<file path="src/hw/rtl/pdc_pkg.sv">
// Shared types and constants for the PID drive controller.
package pdc_pkg;

  localparam int ERR_W   = 17;
  localparam int GAIN_W  = 24;
  localparam int INTEG_W = 25;
  localparam int DERIV_W = 18;
  localparam int PROD_W  = GAIN_W + INTEG_W;
  localparam int ACC_W   = 50;
  localparam int SAT_W   = 21;

  localparam logic [1:0] OP_SENSOR      = 2'd0;
  localparam logic [1:0] OP_EXTERNAL    = 2'd1;
  localparam logic [1:0] OP_TABLE_WRITE = 2'd2;

  localparam logic [2:0] CFG_GAIN_P         = 3'd0;
  localparam logic [2:0] CFG_GAIN_I         = 3'd1;
  localparam logic [2:0] CFG_GAIN_D         = 3'd2;
  localparam logic [2:0] CFG_DRIVE_BIAS     = 3'd3;
  localparam logic [2:0] CFG_WINDUP_LIMIT   = 3'd4;
  localparam logic [2:0] CFG_DEADBAND       = 3'd5;
  localparam logic [2:0] CFG_REVERSE_SENSOR = 3'd6;
  localparam logic [2:0] CFG_LOOP_ENABLED   = 3'd7;

  localparam logic signed [ERR_W-1:0] ERR_MAX        = 17'sd65535;
  localparam logic [11:0]             ANALOG_FULL    = 12'd4095;
  localparam logic [15:0]             DEADBAND_RESET = 16'd10;
  localparam logic signed [ACC_W-1:0] ONE_Q20        = 50'sd1048576;
  localparam logic [SAT_W-1:0]        SAT_ONE        = 21'h100000;

  typedef enum logic [3:0] {
    S_IDLE,
    S_ERROR,
    S_INTEG,
    S_MUL_P,
    S_MUL_I,
    S_MUL_D,
    S_ACC,
    S_SAT,
    S_SCALE,
    S_DONE
  } state_t;

  typedef struct packed {
    logic mul_en;
    logic acc_clear;
    logic acc_add;
  } mac_ctrl_t;

endpackage

</file>
<file path="src/hw/rtl/pdc_table_ram.sv">
// Linearization table memory: one write port, one registered read port.
module pdc_table_ram #(
  parameter int DEPTH = 128,
  parameter int AW    = 7
) (
  input  logic          clk,
  input  logic          wr_en,
  input  logic [AW-1:0] wr_addr,
  input  logic [7:0]    wr_data,
  input  logic          rd_en,
  input  logic [AW-1:0] rd_addr,
  output logic [7:0]    rd_data
);

  logic [7:0] mem [DEPTH];

  always_ff @(posedge clk) begin
    if (wr_en) begin
      mem[wr_addr] <= wr_data;
    end
  end

  always_ff @(posedge clk) begin
    if (rd_en) begin
      rd_data <= mem[rd_addr];
    end
  end

endmodule

</file>
<file path="src/hw/rtl/pdc_mac.sv">
// Shared signed multiplier with a registered product and the drive accumulator.
module pdc_mac import pdc_pkg::*; (
  input  logic                     clk,
  input  mac_ctrl_t                ctrl,
  input  logic signed [GAIN_W-1:0] op_a,
  input  logic signed [INTEG_W-1:0] op_b,
  input  logic signed [GAIN_W-1:0] bias,
  output logic signed [ACC_W-1:0]  acc
);

  logic signed [PROD_W-1:0] prod;

  always_ff @(posedge clk) begin
    if (ctrl.mul_en) begin
      prod <= PROD_W'(op_a) * PROD_W'(op_b);
    end
  end

  // The bias seeds the sum while the first product is formed.
  always_ff @(posedge clk) begin
    if (ctrl.acc_clear) begin
      acc <= ACC_W'(bias);
    end else if (ctrl.acc_add) begin
      acc <= acc + ACC_W'(prod);
    end
  end

endmodule

</file>
<file path="src/hw/rtl/pid_drive_controller_top.sv">
// Top level of the PID drive controller with deadband, anti-windup and linearization.
// A control step runs the sequencer through its error and integral states, a multiply
// state for each of the three gain products on one shared 24x25 multiplier, and the
// accumulate, saturate and scale states; the scale state reads the linearization table,
// whose read data is registered, and the done state loads the output register. The next
// item can be accepted once the sequencer is back in idle. A table write, an unknown
// operation or a step while the loop is disabled goes from the error state straight to
// the done state. A stalled result holds the sequencer in its last state until the
// output register is free. One item is in work at a time; the next item is accepted
// while the previous result still waits in the output register. The table has no reset:
// every entry that a step can read must be written before use.
module pid_drive_controller_top import pdc_pkg::*; #(
  parameter int TABLE_DEPTH = 128
) (
  input  logic               clk,
  input  logic               rst,
  input  logic               in_valid,
  output logic               in_stall,
  input  logic [1:0]         operation,
  input  logic signed [15:0] sensor_sample,
  input  logic               sensor_is_analog,
  input  logic signed [15:0] setpoint,
  input  logic signed [16:0] outside_error,
  input  logic [6:0]         table_index,
  input  logic [7:0]         table_value,
  output logic               out_valid,
  input  logic               out_stall,
  output logic signed [8:0]  motor_command,
  output logic signed [7:0]  scaled_drive,
  output logic signed [16:0] used_error,
  input  logic               cfg_valid,
  output logic               cfg_ready,
  input  logic [2:0]         cfg_index,
  input  logic [23:0]        cfg_data
);

  localparam int         TAW    = $clog2(TABLE_DEPTH);
  localparam logic [8:0] DEPTH9 = 9'(TABLE_DEPTH);
  localparam logic [8:0] LAST9  = 9'(TABLE_DEPTH - 1);

  // Configuration registers.
  logic signed [GAIN_W-1:0] gain_p, gain_i, gain_d, drive_bias;
  logic [23:0]              windup_limit;
  logic [15:0]              deadband;
  logic                     reverse_sensor, loop_enabled;

  state_t state, state_next;

  // Captured transaction.
  logic [1:0]         op_q;
  logic signed [15:0] sample_q, setpoint_q;
  logic               analog_q;
  logic signed [16:0] oerr_q;
  logic [6:0]         tidx_q;
  logic [7:0]         tval_q;

  logic signed [ERR_W-1:0]   err_q, prev_err;
  logic signed [INTEG_W-1:0] integral;
  logic signed [DERIV_W-1:0] deriv_q;
  logic [SAT_W-1:0]          sat_mag;
  logic                      sat_neg;
  logic signed [7:0]         scaled_q;

  logic signed [17:0]        sens_x;
  logic signed [18:0]        raw_err;
  logic signed [ERR_W-1:0]   clip_err, err_db;
  logic [15:0]               err_mag;
  logic signed [INTEG_W:0]   integ_sum, integ_lim;
  logic signed [INTEG_W-1:0] integ_next;
  logic [SAT_W-1:0]          sat_mag_next;
  logic [27:0]               prod127;
  logic [6:0]                mag7;
  logic [8:0]                idx9;
  logic signed [7:0]         scaled_next;

  logic                      is_step, out_free;
  mac_ctrl_t                 mac_ctrl;
  logic signed [GAIN_W-1:0]  mul_a;
  logic signed [INTEG_W-1:0] mul_b;
  logic signed [ACC_W-1:0]   acc;
  logic                      tbl_wr_en, tbl_rd_en;
  logic [TAW-1:0]            tbl_wr_addr, tbl_rd_addr;
  logic [7:0]                tbl_rd_data;

  assign cfg_ready = !rst;
  assign is_step   = (op_q == OP_SENSOR) || (op_q == OP_EXTERNAL);
  assign out_free  = !out_valid || !out_stall;

  always_ff @(posedge clk) begin
    if (rst) begin
      gain_p         <= '0;
      gain_i         <= '0;
      gain_d         <= '0;
      drive_bias     <= '0;
      windup_limit   <= '0;
      deadband       <= DEADBAND_RESET;
      reverse_sensor <= 1'b0;
      loop_enabled   <= 1'b1;
    end else if (cfg_valid && cfg_ready) begin
      case (cfg_index)
        CFG_GAIN_P:         gain_p         <= $signed(cfg_data);
        CFG_GAIN_I:         gain_i         <= $signed(cfg_data);
        CFG_GAIN_D:         gain_d         <= $signed(cfg_data);
        CFG_DRIVE_BIAS:     drive_bias     <= $signed(cfg_data);
        CFG_WINDUP_LIMIT:   windup_limit   <= cfg_data;
        CFG_DEADBAND:       deadband       <= cfg_data[15:0];
        CFG_REVERSE_SENSOR: reverse_sensor <= cfg_data[0];
        CFG_LOOP_ENABLED:   loop_enabled   <= cfg_data[0];
        default: begin
        end
      endcase
    end
  end

  // Error path: optional sensor reversal, saturation to the error range, deadband.
  always_comb begin
    sens_x = 18'(sample_q);
    if (reverse_sensor) begin
      sens_x = analog_q ? ($signed({6'b0, ANALOG_FULL}) - sens_x) : -sens_x;
    end
    if (op_q == OP_SENSOR) begin
      raw_err = 19'(setpoint_q) - 19'(sens_x);
    end else begin
      raw_err = 19'(oerr_q);
    end
    if (raw_err > 19'(ERR_MAX)) begin
      clip_err = ERR_MAX;
    end else if (raw_err < -19'(ERR_MAX)) begin
      clip_err = -ERR_MAX;
    end else begin
      clip_err = ERR_W'(raw_err);
    end
    err_mag = clip_err[ERR_W-1] ? 16'(-clip_err) : 16'(clip_err);
    err_db  = (err_mag < deadband) ? '0 : clip_err;
  end

  // Integral accumulation with the windup clamp; cleared while the integral gain is zero.
  always_comb begin
    integ_sum = (INTEG_W+1)'(integral) + (INTEG_W+1)'(err_q);
    integ_lim = $signed({2'b0, windup_limit});
    if (gain_i == '0) begin
      integ_next = '0;
    end else if (integ_sum > integ_lim) begin
      integ_next = INTEG_W'(integ_lim);
    end else if (integ_sum < -integ_lim) begin
      integ_next = INTEG_W'(-integ_lim);
    end else begin
      integ_next = INTEG_W'(integ_sum);
    end
  end

  // Saturation to +/-1.0 and scaling by 127 with truncation toward zero on the magnitude.
  always_comb begin
    if (acc > ONE_Q20 || acc < -ONE_Q20) begin
      sat_mag_next = SAT_ONE;
    end else if (acc[ACC_W-1]) begin
      sat_mag_next = SAT_W'(-acc);
    end else begin
      sat_mag_next = SAT_W'(acc);
    end
    prod127     = {sat_mag, 7'b0} - 28'(sat_mag);
    mag7        = prod127[26:20];
    idx9        = {2'b0, mag7};
    scaled_next = sat_neg ? -$signed({1'b0, mag7}) : $signed({1'b0, mag7});
    tbl_rd_addr = (idx9 >= DEPTH9) ? TAW'(LAST9) : TAW'(idx9);
    tbl_wr_addr = TAW'({2'b0, tidx_q});
  end

  // Sequencer.
  always_ff @(posedge clk) begin
    if (rst) begin
      state <= S_IDLE;
    end else begin
      state <= state_next;
    end
  end

  always_comb begin
    state_next = state;
    case (state)
      S_IDLE:  if (in_valid) state_next = S_ERROR;
      S_ERROR: state_next = (is_step && loop_enabled) ? S_INTEG : S_DONE;
      S_INTEG: state_next = S_MUL_P;
      S_MUL_P: state_next = S_MUL_I;
      S_MUL_I: state_next = S_MUL_D;
      S_MUL_D: state_next = S_ACC;
      S_ACC:   state_next = S_SAT;
      S_SAT:   state_next = S_SCALE;
      S_SCALE: state_next = S_DONE;
      S_DONE:  if (out_free) state_next = S_IDLE;
      default: state_next = S_IDLE;
    endcase
  end

  always_comb begin
    in_stall  = rst || (state != S_IDLE);
    mac_ctrl  = '0;
    mul_a     = gain_p;
    mul_b     = INTEG_W'(err_q);
    tbl_wr_en = 1'b0;
    tbl_rd_en = 1'b0;
    case (state)
      S_ERROR: begin
        tbl_wr_en = (op_q == OP_TABLE_WRITE) && ({2'b0, tidx_q} < DEPTH9);
      end
      S_MUL_P: begin
        mac_ctrl.mul_en    = 1'b1;
        mac_ctrl.acc_clear = 1'b1;
      end
      S_MUL_I: begin
        mac_ctrl.mul_en  = 1'b1;
        mac_ctrl.acc_add = 1'b1;
        mul_a            = gain_i;
        mul_b            = integral;
      end
      S_MUL_D: begin
        mac_ctrl.mul_en  = 1'b1;
        mac_ctrl.acc_add = 1'b1;
        mul_a            = gain_d;
        mul_b            = INTEG_W'(deriv_q);
      end
      S_ACC: begin
        mac_ctrl.acc_add = 1'b1;
      end
      S_SCALE: begin
        tbl_rd_en = 1'b1;
      end
      default: begin
      end
    endcase
  end

  // Controller state.
  always_ff @(posedge clk) begin
    if (rst) begin
      integral <= '0;
      prev_err <= '0;
    end else if (state == S_ERROR && is_step && !loop_enabled) begin
      integral <= '0;
      prev_err <= '0;
    end else if (state == S_INTEG) begin
      integral <= integ_next;
      prev_err <= err_q;
    end
  end

  always_ff @(posedge clk) begin
    if (state == S_IDLE && in_valid) begin
      op_q       <= operation;
      sample_q   <= sensor_sample;
      analog_q   <= sensor_is_analog;
      setpoint_q <= setpoint;
      oerr_q     <= outside_error;
      tidx_q     <= table_index;
      tval_q     <= table_value;
    end
    if (state == S_ERROR) begin
      err_q    <= (is_step && loop_enabled) ? err_db : '0;
      scaled_q <= '0;
    end
    if (state == S_INTEG) begin
      deriv_q <= DERIV_W'(err_q) - DERIV_W'(prev_err);
    end
    if (state == S_SAT) begin
      sat_mag <= sat_mag_next;
      sat_neg <= acc[ACC_W-1];
    end
    if (state == S_SCALE) begin
      scaled_q <= scaled_next;
    end
  end

  // Output register; a zero drive always gives a zero command.
  always_ff @(posedge clk) begin
    if (state == S_DONE && out_free) begin
      scaled_drive <= scaled_q;
      used_error   <= err_q;
      if (scaled_q == '0) begin
        motor_command <= '0;
      end else if (scaled_q[7]) begin
        motor_command <= -$signed({1'b0, tbl_rd_data});
      end else begin
        motor_command <= $signed({1'b0, tbl_rd_data});
      end
    end
  end

  always_ff @(posedge clk) begin
    if (rst) begin
      out_valid <= 1'b0;
    end else if (state == S_DONE && out_free) begin
      out_valid <= 1'b1;
    end else if (!out_stall) begin
      out_valid <= 1'b0;
    end
  end

  pdc_mac u_mac (
    .clk  (clk),
    .ctrl (mac_ctrl),
    .op_a (mul_a),
    .op_b (mul_b),
    .bias (drive_bias),
    .acc  (acc)
  );

  pdc_table_ram #(
    .DEPTH (TABLE_DEPTH),
    .AW    (TAW)
  ) u_table (
    .clk     (clk),
    .wr_en   (tbl_wr_en),
    .wr_addr (tbl_wr_addr),
    .wr_data (tval_q),
    .rd_en   (tbl_rd_en),
    .rd_addr (tbl_rd_addr),
    .rd_data (tbl_rd_data)
  );

  a_table_port_exclusive: assert property (@(posedge clk) disable iff (rst)
    !(tbl_wr_en && tbl_rd_en))
    else $error("table written and read in the same cycle");

  a_integral_within_limit: assert property (@(posedge clk) disable iff (rst)
    (state == S_INTEG) |=> ((INTEG_W+1)'(integral) <= integ_lim &&
                            (INTEG_W+1)'(integral) >= -integ_lim))
    else $error("integral outside the windup limit");

  a_result_from_done: assert property (@(posedge clk) disable iff (rst)
    $rose(out_valid) |-> $past(state == S_DONE))
    else $error("result presented without finishing a transaction");

  a_disabled_zero: assert property (@(posedge clk) disable iff (rst)
    (state == S_ERROR && !loop_enabled) |=> (err_q == '0 && scaled_q == '0))
    else $error("disabled step produced a nonzero result");

endmodule

</file>
<file path="config.mk">
export PLATFORM = sky130hd
export DESIGN_NAME = pid_drive_controller_top
export DESIGN_NICKNAME = d
export VERILOG_FILES = /design/src/hw/rtl/pdc_pkg.sv /design/src/hw/rtl/pdc_table_ram.sv /design/src/hw/rtl/pdc_mac.sv /design/src/hw/rtl/pid_drive_controller_top.sv
export SDC_FILE = /design/constraint.sdc
export NUM_CORES = 2
export LEC_CHECK = 0
export ABC_AREA = 1
export BUFFER_PORTS_ARGS = -buffer_cell sky130_fd_sc_hd__buf_2
export CORE_AREA = 2 2 403 504
export CTS_CLUSTER_SIZE = 14
export DETAILED_ROUTE_END_ITERATION = 10
export DIE_AREA = 0 0 405 506
export PLACE_DENSITY_LB_ADDON = 0.2
export SLEW_MARGIN = 20
export SYNTH_ARGS = -nofsm -noshare
export SYNTH_HDL_FRONTEND = slang
export SYNTH_SLANG_ARGS = --single-unit
</file>
<file path="constraint.sdc">
create_clock -name clk -period 17.35 [get_ports clk]
set_clock_uncertainty 0.05 [all_clocks]
set_input_delay 4.3375 -clock clk [delete_from_list [all_inputs] [get_ports clk]]
set_output_delay 4.3375 -clock clk [all_outputs]
set_load 0.01 [all_outputs]
</file>
==> summary.txt <==
Outcome
  – Status: finished, final reports clean

STA
  – Fin crit share: 57.8%
  – Max-slew violation count: 0
  – Hold Slack: 403 ps
  – Slew @ Worst Pin: 1140 ps
  – Final-report setup violation count: 0
  – Highest Clock Rate: 99.8 MHz
  – RSZ-0062 raised after global routing: false
  – Worst slew margin: 23.7%
  – Setup TNS: 0 ps
  – Final min period: 10020 ps
  – Final Hold Vio Count: 0

Detailed routing
  – Vias per inst: 5.58
  – Number of antenna-violating nets in the routed design: 0
  – Initial DRC count: 6013
  – Wire per inst: 23.6 um
  – # DRC: 0
  – Vias: 65.0k
  – Routed WL: 275000 um
  – First-pass DRT Iterations: 6

Power and ir drop
  – Leak: 37.4 nW
  – Peak supply drop: 115 uV
  – Pwr dens: 134 mW/mm^2

Clocking
  – Root Driver: clkbuf_16
  – Sink Count: 1482
  – CTS H-Tree Depth: 4
  – Hold-fix buffers, CTS: 0
  – CTS tree: yes
  – Clock slew at reported path FFs: 60 ps
  – CTS Buf Count: 155
  – Post-CTS Setup Inserts: 0
  – Clock Latency Late Sink: 860 ps
  – CTS Buffer Depth: 3
  – Post-cts sizing count: 0

Synth
  – Synthesized flop and latch total: 1482
  – Number of synthesized flops with an enable pin: 1297
  – YS warnings: 0
  – Mapped Nets: 9876
  – Cell area after synthesis: 0.0896 mm^2
  – Asr flop ratio synth: 0%
  – Synthesized instance count: 8814
  – Top FF cell, synth: edfxtp_1
  – Seq/Total Area, Yosys: 47.6%
  – Synth cell types: 70
  – Avg Cell Area, Syn: 10.2 um^2

Cells and area
  – Share of cells above drive strength 1: 8.72%
  – Nets: 9884
  – Final core utilization: 49.0%
  – Area grow syn2layout: 9.68%

Floorplanning
  – Row count: 184
  – Initial Utilization: 44.7%
  – IO Pins: 136
  – Die Y: 506 um
  – Core area: 0.201 mm^2
  – Full die area: 0.205 mm^2
  – Die X: 405 um

GRT
  – All-Layer GR Usage: 26.7%
  – First-pass GRT wire length: 410000 um
  – Initial antenna violation count: 19
  – Vias in the first global route: 65.9k
  – Grt ovf: 0
  – Largest net degree at the start of global routing: 155

Hold path
  – Hold wc startpoint: scaled_q[4]
  – Hold Crit Endpoint: scaled_drive[4]
  – Worst Hold Path Cells: 0
  – Hold crit path type: flip-flop to flip-flop

Setup path
  – Flop2flop setup slack: 7330 ps
  – Critical Path Most Common Cell: inv_1
  – Startpoint Class: flip-flop
  – FF-to-FF Start: state[2]
  – Slowest stage cell, crit path: nor2_1
  – CP required: 17820 ps
  – R2r endpoint: u_mac.prod[46]
  – CP max stage delay: 670 ps
  – Register-to-Register Path Depth: 32
  – CP Capture Type: flip-flop
  – CP Class: flip-flop to flip-flop
  – Worst Path Max Fanout: 22
  – WP data arrival: 10490 ps

Run
  – Total of max-cap violations: 0

Placed design
  – DPL Wire Length: 195000 um
  – Routability cong.: 0.991
  – I/O Buffers: 135
==> metal layers <==
metal	track usage (%)	vias up	share of wire, %
met4	14.4	12	6.1
met3	4.15	654	6.6
li1	-	29700	-
met1	33.7	32200	39
met2	44.3	2442	48
met5	0	-	0.029
==> cell families after synthesis <==
| group | synth area share [%] |
|---|---|
| AOI/OAI and AO/OA | 11.2 |
| xor gates and xnor gates | 1.65 |
| buffers and inverters | 6.62 |
| adders and majority gates | 18.8 |
| DFF | 47.6 |
| and+or+nand+nor | 14.2 |
==> state kept, by name, summed over array words and instances (netlist names), 9 cells and up <==
| signal | cells |
|---|---|
| u_table.mem | 1024 |
| u_mac.acc | 50 |
| u_mac.prod | 49 |
| integral | 25 |
| drive_bias | 24 |
| gain_d | 24 |
| gain_i | 24 |
| gain_p | 24 |
| windup_limit | 24 |
| sat_mag | 21 |
| deriv_q | 18 |
| err_q | 17 |
| oerr_q | 17 |
| prev_err | 17 |
| used_error | 17 |
| deadband | 16 |
| sample_q | 16 |
| setpoint_q | 16 |
| motor_command | 9 |
==> worst max path at each step <==
stage	from	endpoint	slack (ps)	cells after the start
after floorplan	rst	in_stall	7680	5
after global placement	rst	in_stall	7640	4
after detailed placement	state[2]	u_mac.prod[46]	7540	32
after CTS	state[2]	u_mac.prod[46]	7510	32
after global routing	state[2]	u_mac.prod[48]	6780	34
final	state[2]	u_mac.prod[46]	7330	32
==> worst max-delay path, delay by kind of cell, from the launching register on <==
kind                       cells  cell delay (ps)
adders and majority gates      8             3600
AOI/OAI and AO/OA              8             2500
buffers and inverters         10             2000
and+or+nand+nor                5             1080
DFF                            1              320
xor gates and xnor gates       1              170
==> synth_stat cells, types with 9 or more instances <==
master	count	area share (%)
nand4_1	34	0.24
buf_2	76	0.42
buf_1	17	0.071
o221ai_1	71	0.69
inv_2	9	0.038
xnor2_1	62	0.61
clkbuf_1	295	1.2
edfxtp_1	1297	43
o311ai_0	52	0.51
or2_2	206	1.4
nand2_1	1155	4.8
nand3_1	289	1.6
nand2_2	17	0.12
o21bai_1	79	0.66
nor2_2	9	0.063
o21ai_0	559	3.1
o32ai_1	32	0.31
o31ai_1	10	0.084
a21oi_1	379	2.1
o211ai_1	289	2.4
ha_1	330	4.6
o311ai_1	15	0.15
a31oi_1	52	0.36
nor2_1	1220	5.1
clkinv_1	19	0.080
inv_1	1109	4.6
nor3_1	49	0.27
o21a_1	20	0.17
fa_1	633	14
xor2_1	103	1.0
dfxtp_1	185	4.1
o22ai_1	12	0.084
nor4_1	26	0.18
o21ai_1	10	0.056
buf_4	11	0.092
==> layout by cell type (no fill, tap or decap), types with 185 or more instances in the layout <==
cell / Yosys / routed
nand3_1: 289 / 288
ha_1: 330 / 330
o21ai_0: 559 / 559
or2_2: 206 / 206
nand2_1: 1155 / 1146
edfxtp_1: 1297 / 1297
fa_1: 633 / 633
dfxtp_1: 185 / 185
o211ai_1: 289 / 289
a21oi_1: 379 / 378
nor2_1: 1220 / 1214
inv_1: 1109 / 1105
==> area by class of cell <==
cell class              count  area (um^2)
multi-input cells        5793        41200
fillers                 18300       102000
clock inverters            94         1130
inverters                1138         4290
diodes                      7         17.5
flip-flops and latches   1482        42700
repair buffers            252         1590
clock buffers             187         4060
well taps                2697         3370
==> metrics by stage <==
step	total power (W)	instance area, um^2	worst slack, ps	cells
after floorplan	0.00810	89600	7680	8814
after global placement	0.00978	93100	7640	11400
after global routing	0.0140	98300	6780	11600
final	0.0132	98300	7330	11700
after CTS	0.0132	98300	7510	11600
after detailed placement	0.00985	93100	7540	11400
==> where the power goes <==
| group | switching (W) | total (W) | leakage (nW) | internal (W) |
|---|---|---|---|---|
| clock network | 0.00149 | 0.00337 | 2.49 | 0.00188 |
| logic | 0.00355 | 0.00529 | 21.8 | 0.00174 |
| registers | 0.000150 | 0.00449 | 13.2 | 0.00434 |
(Power assumes the default switching activity.)
